<file path="config.mk">
export PLATFORM = sky130hd
export DESIGN_NAME = cft_ctrl
export DESIGN_NICKNAME = d
export VERILOG_FILES = /design/src/rtl/cft_pkg.sv /design/src/rtl/cft_ctrl.sv
export SDC_FILE = /design/constraint.sdc
export NUM_CORES = 1
export LEC_CHECK = 0
export BUFFER_PORTS_ARGS = -buffer_cell sky130_fd_sc_hd__buf_4
export CORE_UTILIZATION = 40
export CTS_BUF_LIST = sky130_fd_sc_hd__clkbuf_8
export DETAILED_ROUTE_END_ITERATION = 10
export PLACE_DENSITY = 0.69
export RECOVER_POWER = 25
export SYNTH_ARGS = -nofsm -noshare
export SYNTH_HDL_FRONTEND = slang
export SYNTH_SLANG_ARGS = --single-unit
</file>
<file path="constraint.sdc">
create_clock -name clk -period 3.4 [get_ports clk]
set_input_delay 0.68 -clock clk [delete_from_list [all_inputs] [get_ports clk]]
set_output_delay 0.68 -clock clk [all_outputs]
set_load 0.02 [all_outputs]
</file>
<file path="src/rtl/cft_pkg.sv">
// ----------------------------------------------------------------------------
// cft_pkg
// Shared types, codes and defaults for the category frequency trimmer.
// ----------------------------------------------------------------------------
package cft_pkg;

  localparam int CODE_W    = 10;
  localparam int KEPT_W    = 11;
  localparam int FREQ_W    = 32;
  localparam int CMD_W     = 2;
  localparam int CFG_IDX_W = 2;

  localparam int NUM_CODES_DEF  = 1024;
  localparam int COUNT_BITS_DEF = 32;

  localparam logic [CMD_W-1:0] CMD_COUNT = 2'd0;
  localparam logic [CMD_W-1:0] CMD_BUILD = 2'd1;
  localparam logic [CMD_W-1:0] CMD_TRIM  = 2'd2;
  localparam logic [CMD_W-1:0] CMD_CLEAR = 2'd3;

  localparam logic [CFG_IDX_W-1:0] CFG_MIN_FREQ     = 2'd0;
  localparam logic [CFG_IDX_W-1:0] CFG_MAX_CATS     = 2'd1;
  localparam logic [CFG_IDX_W-1:0] CFG_TRIMMED_CODE = 2'd2;

  localparam logic [FREQ_W-1:0] MIN_FREQ_RST     = '0;
  localparam logic [KEPT_W-1:0] MAX_CATS_RST     = 11'd1024;
  localparam logic [CODE_W-1:0] TRIMMED_CODE_RST = '0;

  typedef struct packed {
    logic [CMD_W-1:0]  cmd;
    logic [CODE_W-1:0] value;
    logic              is_null;
  } in_item_t;

  typedef struct packed {
    logic [CODE_W-1:0] out_code;
    logic [KEPT_W-1:0] kept_total;
  } out_item_t;

  typedef struct packed {
    logic ld_item;
    logic sweep_rst;
    logic sweep_clr;
    logic mark_clr;
    logic rd_item;
    logic wr_inc;
    logic scan_start;
    logic scan_rd;
    logic mark_best;
    logic kept_rst;
    logic ld_trim;
    logic ld_build;
  } ctl_cmd_t;

  typedef struct packed {
    logic addr_last;
    logic item_ok;
    logic best_found;
    logic kept_full;
    logic out_free;
  } ctl_sts_t;

endpackage

</file>
<file path="src/rtl/cft_ctrl.sv">
// ----------------------------------------------------------------------------
// cft_ctrl
// Sequencer for clear sweeps, count updates, trims and the kept-set build.
// ----------------------------------------------------------------------------
module cft_ctrl (
  input  logic                          clk,
  input  logic                          rst_n,
  input  logic                          in_valid,
  input  logic [cft_pkg::CMD_W-1:0]     in_cmd,
  output logic                          in_ready,
  output cft_pkg::ctl_cmd_t             cmd,
  input  cft_pkg::ctl_sts_t             sts
);

  localparam logic [3:0] S_CLR       = 4'd0;
  localparam logic [3:0] S_IDLE      = 4'd1;
  localparam logic [3:0] S_CNT_RD    = 4'd2;
  localparam logic [3:0] S_CNT_WR    = 4'd3;
  localparam logic [3:0] S_TRIM_RD   = 4'd4;
  localparam logic [3:0] S_TRIM_OUT  = 4'd5;
  localparam logic [3:0] S_MCLR      = 4'd6;
  localparam logic [3:0] S_SCAN      = 4'd7;
  localparam logic [3:0] S_SCAN_END  = 4'd8;
  localparam logic [3:0] S_MARK      = 4'd9;
  localparam logic [3:0] S_BUILD_OUT = 4'd10;

  logic [3:0] state_r;
  logic [3:0] state_nxt;

  always_comb begin
    state_nxt = state_r;
    cmd       = '0;
    in_ready  = 1'b0;
    case (state_r)
      S_CLR: begin
        cmd.sweep_clr = 1'b1;
        if (sts.addr_last) state_nxt = S_IDLE;
      end
      S_IDLE: begin
        in_ready = 1'b1;
        if (in_valid) begin
          cmd.ld_item   = 1'b1;
          cmd.sweep_rst = 1'b1;
          case (in_cmd)
            cft_pkg::CMD_COUNT: state_nxt = S_CNT_RD;
            cft_pkg::CMD_BUILD: begin
              cmd.kept_rst = 1'b1;
              state_nxt    = S_MCLR;
            end
            cft_pkg::CMD_TRIM:  state_nxt = S_TRIM_RD;
            default: begin
              cmd.kept_rst = 1'b1;
              state_nxt    = S_CLR;
            end
          endcase
        end
      end
      S_CNT_RD: begin
        if (sts.item_ok) begin
          cmd.rd_item = 1'b1;
          state_nxt   = S_CNT_WR;
        end else begin
          state_nxt = S_IDLE;
        end
      end
      S_CNT_WR: begin
        cmd.wr_inc = 1'b1;
        state_nxt  = S_IDLE;
      end
      S_TRIM_RD: begin
        cmd.rd_item = 1'b1;
        state_nxt   = S_TRIM_OUT;
      end
      S_TRIM_OUT: begin
        if (sts.out_free) begin
          cmd.ld_trim = 1'b1;
          state_nxt   = S_IDLE;
        end
      end
      S_MCLR: begin
        cmd.mark_clr = 1'b1;
        if (sts.addr_last) begin
          cmd.scan_start = 1'b1;
          state_nxt      = S_SCAN;
        end
      end
      S_SCAN: begin
        cmd.scan_rd = 1'b1;
        if (sts.addr_last) state_nxt = S_SCAN_END;
      end
      S_SCAN_END: state_nxt = S_MARK;
      S_MARK: begin
        if (sts.best_found && !sts.kept_full) begin
          cmd.mark_best  = 1'b1;
          cmd.scan_start = 1'b1;
          state_nxt      = S_SCAN;
        end else begin
          state_nxt = S_BUILD_OUT;
        end
      end
      S_BUILD_OUT: begin
        if (sts.out_free) begin
          cmd.ld_build = 1'b1;
          state_nxt    = S_IDLE;
        end
      end
      default: state_nxt = S_CLR;
    endcase
  end

  always_ff @(posedge clk) begin
    if (!rst_n) begin
      state_r <= S_CLR;
    end else begin
      state_r <= state_nxt;
    end
  end

  a_ld_out_free: assert property (@(posedge clk) disable iff (!rst_n)
    (cmd.ld_trim || cmd.ld_build) |-> sts.out_free)
    else $error("result loaded while output beat still held");

  a_mark_legal: assert property (@(posedge clk) disable iff (!rst_n)
    cmd.mark_best |-> (sts.best_found && !sts.kept_full))
    else $error("mark written without a valid best candidate");

  a_busy_after_rst: assert property (@(posedge clk)
    (rst_n && $past(!rst_n)) |-> !in_ready)
    else $error("input taken before clearing sweep");

  a_scan_end: assert property (@(posedge clk) disable iff (!rst_n)
    (state_r == S_SCAN_END) |=> (state_r == S_MARK))
    else $error("scan did not settle into mark decision");

endmodule

</file>
==> impl_metrics.yaml, run 1 <==
finish:
  nets: 98
  final_layout_size_suffix_gt1_share_pct: 34.9
  n_antenna_cell: 0
  largest_reg_flops: 4
  area.growth.synth_to_final_pct: 26.7
  fin_cells: 97
  mostFrequentLayoutCell: "buf_4"
  top_register: "state_r"
  largest_registers: "state_r: 4 flops"
synth:
  synth_compound_area_share_pct: 28.3
  netlist_instances: 65
  synth-seq-cells: 4
  synth_async_sr_flop_share_pct: 0
  synth_fa_ha_area_share_pct: 7.08
  synthSimpleGateAreaFrac_pct: 30.0
  synth_nets: 78
  synthMuxAreaShare_pct: 1.89
  yosysWarnings: 0
  synth-edff-count: 0
  synthFlopType: "dfxtp_1"
  synth_xor_area_share_pct: 0
  synth_area_um2: 531
  yosysSeqAreaShare_pct: 15.1
  synth.distinct_cells: 33
  synth_top_family_by_area: "simple AND/OR/NAND/NOR gates"
  syn_avg_cell_area_um2: 8.16
clock_network:
  cts_buffers: 3
  max-clock-path-buffers: 2
  clkTransAtPathRegs_ns: 0.03
  htreeDepth: 1
  insertion_delay_ns: 0.21
  clock_sinks: 4
  holdBufCountCts: 0
  post_cts_buffers: 0
  cts.repair.resized: 0
  root_buffer: "clkbuf_8"
  cts_tree: "yes"
sta:
  rsz0062_at_grt: "no"
  finalSetupViolCount: 0
  finalSetupTns_ns: 0
  max_slew_margin_pct: 64.3
  max_clock_freq_mhz: 416
  min_period_over_period_pct: 70.7
  fin_skew_ns: 0.00243
  worst_pin_slew_ns: 0.535
  finalMaxSlewViolations: 0
  finalHoldViolCount: 0
  post-route-min-period_ns: 2.40
floorplan:
  core_um2: 1170
  die-area_um2: 1480
  dieWidth_um: 38.4
  ios: 23
  fp.dieH_um: 38.4
  start_util_pct: 45.3
  rows: 12
global_route:
  grt_usage_pct: 17.0
  grt-ovfl-total: 0
  grt_pass1_vias: 420
  grt_pass1_wl_mm: 1.76
  antenna_found_initial: 0
  grt_max_degree: 20
power_and_ir_drop:
  vdd_drop_max_mv: 0.531
  power_leakage_uw: 0.000305
  powerDensity_nw_per_um2: 599
worst_setup_path:
  end_kind: "output port"
  crit_required_ns: 2.72
  reg2reg_slack_ns: 1.70
  cp_max_fo: 19
  crit_arrival_ns: 1.72
  cp-start-kind: "flip-flop"
  crit_type: "flip-flop to output port"
run:
  drv_cap: 0
route:
  dr.pass1.iters: 2
  drc: 0
  avgRoutedWirePerCell_um: 11.8
  vias_per_cell: 5.39
  totalWireLength_mm: 1.15
  ant_nets: 0
  vias: 523
  drtIter0Drc: 3
placement:
  gp_congestion: 0.808
  dp_hpwl_um: 809
  dp_cells: 94
  portBuffers: 22
hold_path:
  hp-class: "flip-flop to flip-flop"
outcome:
  outcome: "completed"
==> critical path, cell delays in order, from the launching register on <==
cell      delay (ns)
dfxtp_1         0.64
nand2b_1        0.13
nor3_1          0.20
and2_1          0.19
nor3b_1         0.18
buf_4           0.17
==> power by group <==
part | switching, µW | internal [µW] | total [µW] | leakage (µW)
Sequential | 44.6 | 58.8 | 103 | 0.0000326
Clock | 22.1 | 75.2 | 97.4 | 0.0000216
Combinational | 104 | 98.3 | 202 | 0.000251
==> Yosys cell counts, drive strengths merged, types with 2 or more instances <==
cell type,n,area [µm²]
nand2b,2,12.5
nor3,2,10.0
dfxtp,4,80.1
and4,2,18.8
ha,3,37.5
inv,4,15.0
nor2,4,15.0
o21a,3,22.5
nand2,2,7.51
and2,3,20.0
nor2b,4,25.0
a21oi,3,15.0
buf,4,37.5
o21ai,4,20.0
clkbuf,3,41.3
o2bb2ai,4,35.0
==> layout make-up <==
| class | count | area [µm²] |
|---|---|---|
| Fill cell | 110 | 499 |
| Multi-Input combinational cell | 50 | 353 |
| Timing Repair Buffer | 22 | 165 |
| Sequential cell | 4 | 80.1 |
| Clock buffer | 3 | 41.3 |
| Tap cell | 14 | 17.5 |
| Inverter | 4 | 15.0 |
==> worst paths after layout <==
path	end	cells after the start	from
worst max register to register	state_r[3]	4	state_r[2]
worst min-delay path	state_r[1]	1	state_r[1]
worst max-delay path	cmd[2]	5	state_r[0]
worst min register to register	state_r[1]	1	state_r[1]
==> routing by layer <==
layer	vias up	share of wire (%)	global-route usage, %
li1	272	-	-
met1	229	47	21.8
met2	22	46	29.7
met3	0	7.1	5.23
met4	0	0	0
met5	-	0	0
==> stage by stage <==
stage / util, % / total power [µW] / area (µm²) / hold WS (ns) / worst slack, ns
after floorplan: - / 281 / 531 / 0.601 / 0.718
after global placement: 54.2 / 309 / 634 / 0.612 / 1.25
after detailed placement: 54.2 / 309 / 634 / 0.610 / 1.23
after CTS: 57.7 / 408 / 676 / 0.617 / 0.991
after global routing: 57.4 / 434 / 672 / 0.666 / 0.769
final: 57.4 / 403 / 672 / 0.621 / 0.998
==> cell families after synthesis <==
logic type | Yosys count
simple gates | 25
compound gates | 21
buf+inv | 11
flops | 4
fa+ha+maj | 3
mux | 1
No activity file was read; power rests on OpenSTA's default activity.
==> run 2, diff against run 1 <==
--- a/config.mk
+++ b/config.mk
@@ -5,11 +5,12 @@
 export SDC_FILE = /design/constraint.sdc
 export NUM_CORES = 1
 export LEC_CHECK = 0
+export ABC_AREA = 1
 export BUFFER_PORTS_ARGS = -buffer_cell sky130_fd_sc_hd__buf_4
 export CORE_UTILIZATION = 40
 export CTS_BUF_LIST = sky130_fd_sc_hd__clkbuf_8
 export DETAILED_ROUTE_END_ITERATION = 10
-export PLACE_DENSITY = 0.69
+export PLACE_DENSITY = 0.72
 export RECOVER_POWER = 25
 export SYNTH_ARGS = -nofsm -noshare
 export SYNTH_HDL_FRONTEND = slang
==> constraint.sdc (replaced) <==
create_clock -name clk -period 2 [get_ports clk]
set_input_delay 0.4 -clock clk [delete_from_list [all_inputs] [get_ports clk]]
set_output_delay 0.4 -clock clk [all_outputs]
set_load 0.02 [all_outputs]
==> run 2 against run 1 <==
Synthesized area is 0.71% higher. Final area rose by 9.5%. Total power up 120%. Critical path depth is the same. Global-route usage increased by 6.4 points. Clock power grew 71%. Core utilization rose by 5.4 points. Die area grew 0.65%. Clock-buffer cell count unchanged. Setup slack worse by 0.83 ns. Via count up 25%. Combinational power rose to 2.9 times the previous value. Critical path type unchanged.
==> impl_metrics.yaml, run 2 <==
finish:
  utilization_pct: 62.8
  final_cell_mix: "nand2_1, buf_4, nor2_1"
  area.growth.synth_to_final_pct: 37.7
  n_antenna_cell: 0
  largest_registers: "state_r: 4 flops"
  fillCellCount: 117
  final_layout_size_suffix_gt1_share_pct: 28.5
  nets: 138
  largest_reg_flops: 4
  mostFrequentLayoutCell: "nand2_1"
  top_register: "state_r"
power_and_ir_drop:
  seqPwrFrac_pct: 16.2
  powerDensity_nw_per_um2: 1210
  power_leakage_uw: 0.000430
  p_comb_share_pct: 65.1
  power.internal_uw: 446
  switching_share_pct: 50.0
  vdd_drop_max_mv: 0.778
  p_switching_uw: 446
  clock_power_share_pct: 18.7
worst_setup_path:
  crit_required_ns: 1.60
  reg2reg_slack_ns: 0.42
  crit_arrival_ns: 1.44
  end_kind: "output port"
  cp-start-kind: "flip-flop"
  crit_type: "flip-flop to output port"
  rr_worst_depth: 8
  cp_max_fo: 7
  r2r_start: "state_r[1]"
  r2r_end: "state_r[1]"
route:
  vias_per_cell: 4.77
  drc: 0
  vias: 654
  dr.pass1.iters: 4
  totalWireLength_mm: 1.39
  avgRoutedWirePerCell_um: 10.2
  drtIter0Drc: 24
  ant_nets: 0
synth:
  synth.distinct_cells: 19
  synth_nets: 111
  synth-edff-count: 0
  yosys-top-cells-area: "nand2_1, dfxtp_1, nor2_1, nand3_1, inv_1"
  synth_async_sr_flop_share_pct: 0
  yosysSeqAreaShare_pct: 15.0
  synth_common_cells: "nand2_1, nor2_1, inv_1, nand3_1"
  synth-seq-cells: 4
  yosysWarnings: 0
  yosysMostFrequentCell: "nand2_1"
  synth_top_area_share_pct: 19.7
  netlist_instances: 98
  syn_avg_cell_area_um2: 5.45
  synthFlopType: "dfxtp_1"
  synth_area_leader_cell: "nand2_1"
  synth_area_um2: 534
clock_network:
  root_buffer: "clkbuf_8"
  post_cts_buffers: 0
  clock_sinks: 4
  max-clock-path-buffers: 2
  insertion_delay_ns: 0.22
  holdBufCountCts: 0
  htreeDepth: 1
  clkTransAtPathRegs_ns: 0.03
  cts_buffers: 3
  cts_tree: "yes"
  cts.repair.resized: 0
floorplan:
  fp.dieH_um: 38.5
  die-area_um2: 1490
  core_um2: 1170
  dieWidth_um: 38.5
  start_util_pct: 45.6
  rows: 12
  ios: 23
hold_path:
  worstHoldEndpoint: "state_r[0]"
  holdPathStages: 3
  hp-class: "primary input to flip-flop"
  holdCritStartpoint: "rst_n"
run:
  drv_cap: 0
placement:
  dp_hpwl_mm: 1.16
  pre_cts_ws_ns: 0.414
  portBuffers: 22
  gp_congestion: 0.869
sta:
  rsz0062_at_grt: "no"
  fin_skew_ns: 0.00251
  finalHoldViolCount: 0
  post-route-min-period_ns: 1.84
  finalSetupTns_ns: 0
  finalMaxSlewViolations: 0
  worst_pin_slew_ns: 0.335
  max_slew_margin_pct: 77.6
  min_period_over_period_pct: 91.8
  finalSetupViolCount: 0
  worst_slack_ns: 0.164
  max_clock_freq_mhz: 545
global_route:
  grt_max_degree: 8
  grt_pass1_vias: 569
  grt_busiest_layer: "met2"
  grt_pass1_wl_mm: 2.39
  antenna_found_initial: 0
  met1_usage_pct: 31.1
  grt_usage_pct: 23.4
  met2_usage_pct: 36.3
  grt_use_met3_pct: 6.98
  grt-ovfl-total: 0
outcome:
  outcome: "completed"
-- run 2: how the worst max path moves through the flow --
stage / from / end / slack [ns] / depth (start not counted)
floorplan: state_r[3] / cmd[11] / 0.004 / 6
global placement: in_cmd[0] / cmd[2] / 0.44 / 5
detailed placement: in_cmd[0] / cmd[2] / 0.41 / 5
CTS: state_r[0] / cmd[5] / 0.21 / 7
global route: state_r[1] / cmd[7] / 0.10 / 5
finish: state_r[1] / cmd[7] / 0.16 / 5
-- run 2: metrics by stage --
stage	area (µm²)	hold WS, ns	std cells	power, µW
after floorplan	537	0.478	98	563
after global routing	736	0.440	137	985
after global placement	719	0.502	134	747
final	736	0.435	137	892
after CTS	761	0.433	137	925
after detailed placement	719	0.511	134	751
-- run 2: cells by family (layout without fill, tap and decap cells) --
logic type | after synthesis | in the layout | synth area share [%]
adder cells (fa/ha/maj) | 3 | 3 | 7.03
AND/OR/NAND/NOR | 68 | 68 | 59.0
flip-flops | 4 | 4 | 15.0
buffers and inverters | 19 | 44 | 14.1
AO/OA/AOI/OAI | 4 | 4 | 4.92
-- run 2: metal layers --
metal	share of wire (%)	routed length, µm
met4	0	0
met5	0	0
met2	45	632
met1	46	637
met3	8.7	121
-- run 2: power by group through the flow --
stage / logic, µW / clock network, µW / registers [µW]
2_1_floorplan: 426 / 0 / 137
3_3_place_gp: 599 / 0 / 148
3_5_place_dp: 605 / 0 / 147
4_1_cts: 608 / 171 / 146
5_1_grt: 657 / 178 / 150
6_report: 581 / 167 / 145
-- run 2: area by class of cell --
class / count / area [µm²] / share of cell area (%)
Sequential cell: 4 / 80.1 / 10.9
Inverter: 18 / 67.6 / 9.18
Multi-Input combinational cell: 75 / 357 / 48.5
Tap cell: 14 / 17.5 / 2.38
Timing Repair Buffer: 23 / 173 / 23.5
Clock buffer: 3 / 41.3 / 5.61
-- run 2: worst max-delay path, cell delays in order (launching register included) --
cell     delay [ns]
dfxtp_1        0.50
inv_2          0.06
nor2_1         0.22
nand3_1        0.16
o21ai_0        0.11
buf_4          0.16
==> run 3, diff against run 2 <==
==> constraint.sdc (replaced) <==
create_clock -name clk -period 2 [get_ports clk]
set_input_delay 0.3 -clock clk [delete_from_list [all_inputs] [get_ports clk]]
set_output_delay 0.3 -clock clk [all_outputs]
set_load 0.02 [all_outputs]
==> run 3 against run 2 <==
Routed wire length increased by 1.9%. Die area stayed put. Critical path type unchanged. Final area increased by 2.0%. Largest power group unchanged. Worst hold slack worse by 0.099 ns. Maximum frequency up 12%. Cell count did not move. Register-to-register slack better by 0.13 ns. First-iteration DRC count down 17%. Setup slack improved by 0.19 ns.
==> impl_metrics.yaml, run 3 (synthesis results as in run 2) <==
outcome:
  outcome: "completed"
floorplan:
  rows: 12
  die-area_um2: 1490
  start_util_pct: 45.6
  fp.dieH_um: 38.5
  ios: 23
  dieWidth_um: 38.5
  core_um2: 1170
global_route:
  grt_usage_pct: 23.4
  grt-ovfl-total: 0
  grt_max_degree: 8
  antenna_found_initial: 0
  grt_pass1_wl_mm: 2.44
  grt_pass1_vias: 606
sta:
  finalMaxSlewViolations: 0
  worst_slack_ns: 0.354
  post-route-min-period_ns: 1.65
  finalHoldViolCount: 0
  min_period_over_period_pct: 82.3
  finalSetupViolCount: 0
  finalSetupTns_ns: 0
  max_clock_freq_mhz: 608
  fin_skew_ns: 0.00285
  worst_pin_slew_ns: 0.324
  rsz0062_at_grt: "no"
  max_slew_margin_pct: 78.3
power_and_ir_drop:
  clock_power_share_pct: 18.5
  seqPwrFrac_pct: 15.4
  vdd_drop_max_mv: 0.687
  switching_share_pct: 50.3
  power_leakage_uw: 0.000435
  fin_total_pwr_uw: 918
  p_switching_uw: 462
  p_comb_share_pct: 66.1
  power.internal_uw: 456
  powerDensity_nw_per_um2: 1220
clock_network:
  cts_tree: "yes"
  clkTransAtPathRegs_ns: 0.03
  post_cts_buffers: 0
  cts_buffers: 3
  htreeDepth: 1
  max-clock-path-buffers: 2
  holdBufCountCts: 0
  cts.repair.resized: 0
  root_buffer: "clkbuf_8"
  clock_sinks: 4
  insertion_delay_ns: 0.22
worst_setup_path:
  cp-start-kind: "flip-flop"
  crit_required_ns: 1.70
  reg2reg_slack_ns: 0.55
  cp_max_fo: 7
  crit_type: "flip-flop to output port"
  r2r_start: "state_r[2]"
  r2r_end: "state_r[1]"
  crit_arrival_ns: 1.35
  rr_worst_depth: 8
  crit_path_start: "state_r[1]"
  end_kind: "output port"
route:
  vias: 659
  dr.pass1.iters: 4
  ant_nets: 0
  drtIter0Drc: 20
  avgRoutedWirePerCell_um: 10.4
  totalWireLength_mm: 1.42
  drc: 0
  vias_per_cell: 4.81
hold_path:
  holdCritStartpoint: "rst_n"
  holdPathStages: 3
  hp-class: "primary input to flip-flop"
  worstHoldEndpoint: "state_r[0]"
finish:
  nets: 138
  utilization_pct: 64.1
  top_register: "state_r"
  multi_input_area_um2: 379
  largest_reg_flops: 4
  largest_registers: "state_r: 4 flops"
  fillCellCount: 116
  final_cell_mix: "nand2_1, buf_4, nor2_1"
  area.growth.synth_to_final_pct: 40.5
  n_antenna_cell: 0
  final_layout_size_suffix_gt1_share_pct: 28.5
  mostFrequentLayoutCell: "nand2_1"
  seqCellArea_um2: 80.1
placement:
  dp_hpwl_mm: 1.21
  portBuffers: 22
  pre_cts_ws_ns: 0.609
  gp_congestion: 0.849
run:
  drv_cap: 0
## run 3: changes by cell type in the layout (fill, tap and decap cells not counted), sizes merged
cell | before | now
buf | 23 | 21
clkbuf | 3 | 5
## run 3: layout make-up
type	count	area share (%)
inverters	18	9.00
well taps	14	2.33
flip-flops and latches	4	10.7
repair buffers	23	22.0
clock buffers	3	5.50
multi-input cells	75	50.5
## run 3: worst max path at each step
stage              end  slack, ns  cells after the start
2_1_floorplan  cmd[11]       0.10                      6
3_3_place_gp    cmd[2]       0.61                      6
3_5_place_dp    cmd[1]       0.61                      5
4_1_cts         cmd[1]       0.37                      5
5_1_grt         cmd[2]       0.24                      6
6_report        cmd[7]       0.35                      5
## run 3: worst max-delay path, cell delays in order, from the launching register on
cell	delay (ns)
dfxtp_1	0.47
inv_1	0.11
nor2_2	0.16
nand3_1	0.13
o21ai_0	0.10
buf_4	0.16
## run 3: power groups by stage
stage,logic (µW),registers [µW],clock network (µW)
6_report,607,141,170
5_1_grt,677,147,185
4_1_cts,608,142,176
3_5_place_dp,604,143,0
3_3_place_gp,602,142,0
2_1_floorplan,426,137,0
## run 3: stage by stage
stage          area (µm²)  hold WS, ns  cells
6_report              751        0.336    137
5_1_grt               751        0.374    137
4_1_cts               761        0.330    137
3_5_place_dp          719        0.503    134
3_3_place_gp          719        0.496    134
2_1_floorplan         537        0.426     98
## run 3: routing by layer
metal  wire [µm]  vias up  share of wire (%)  track usage [%]
li1            -      351                  -                -
met1         657      278                 46             33.1
met2         631       30                 44             37.1
met3         129        0                9.1             6.98
met4           0        0                  0                0
met5           0        -                  0                0
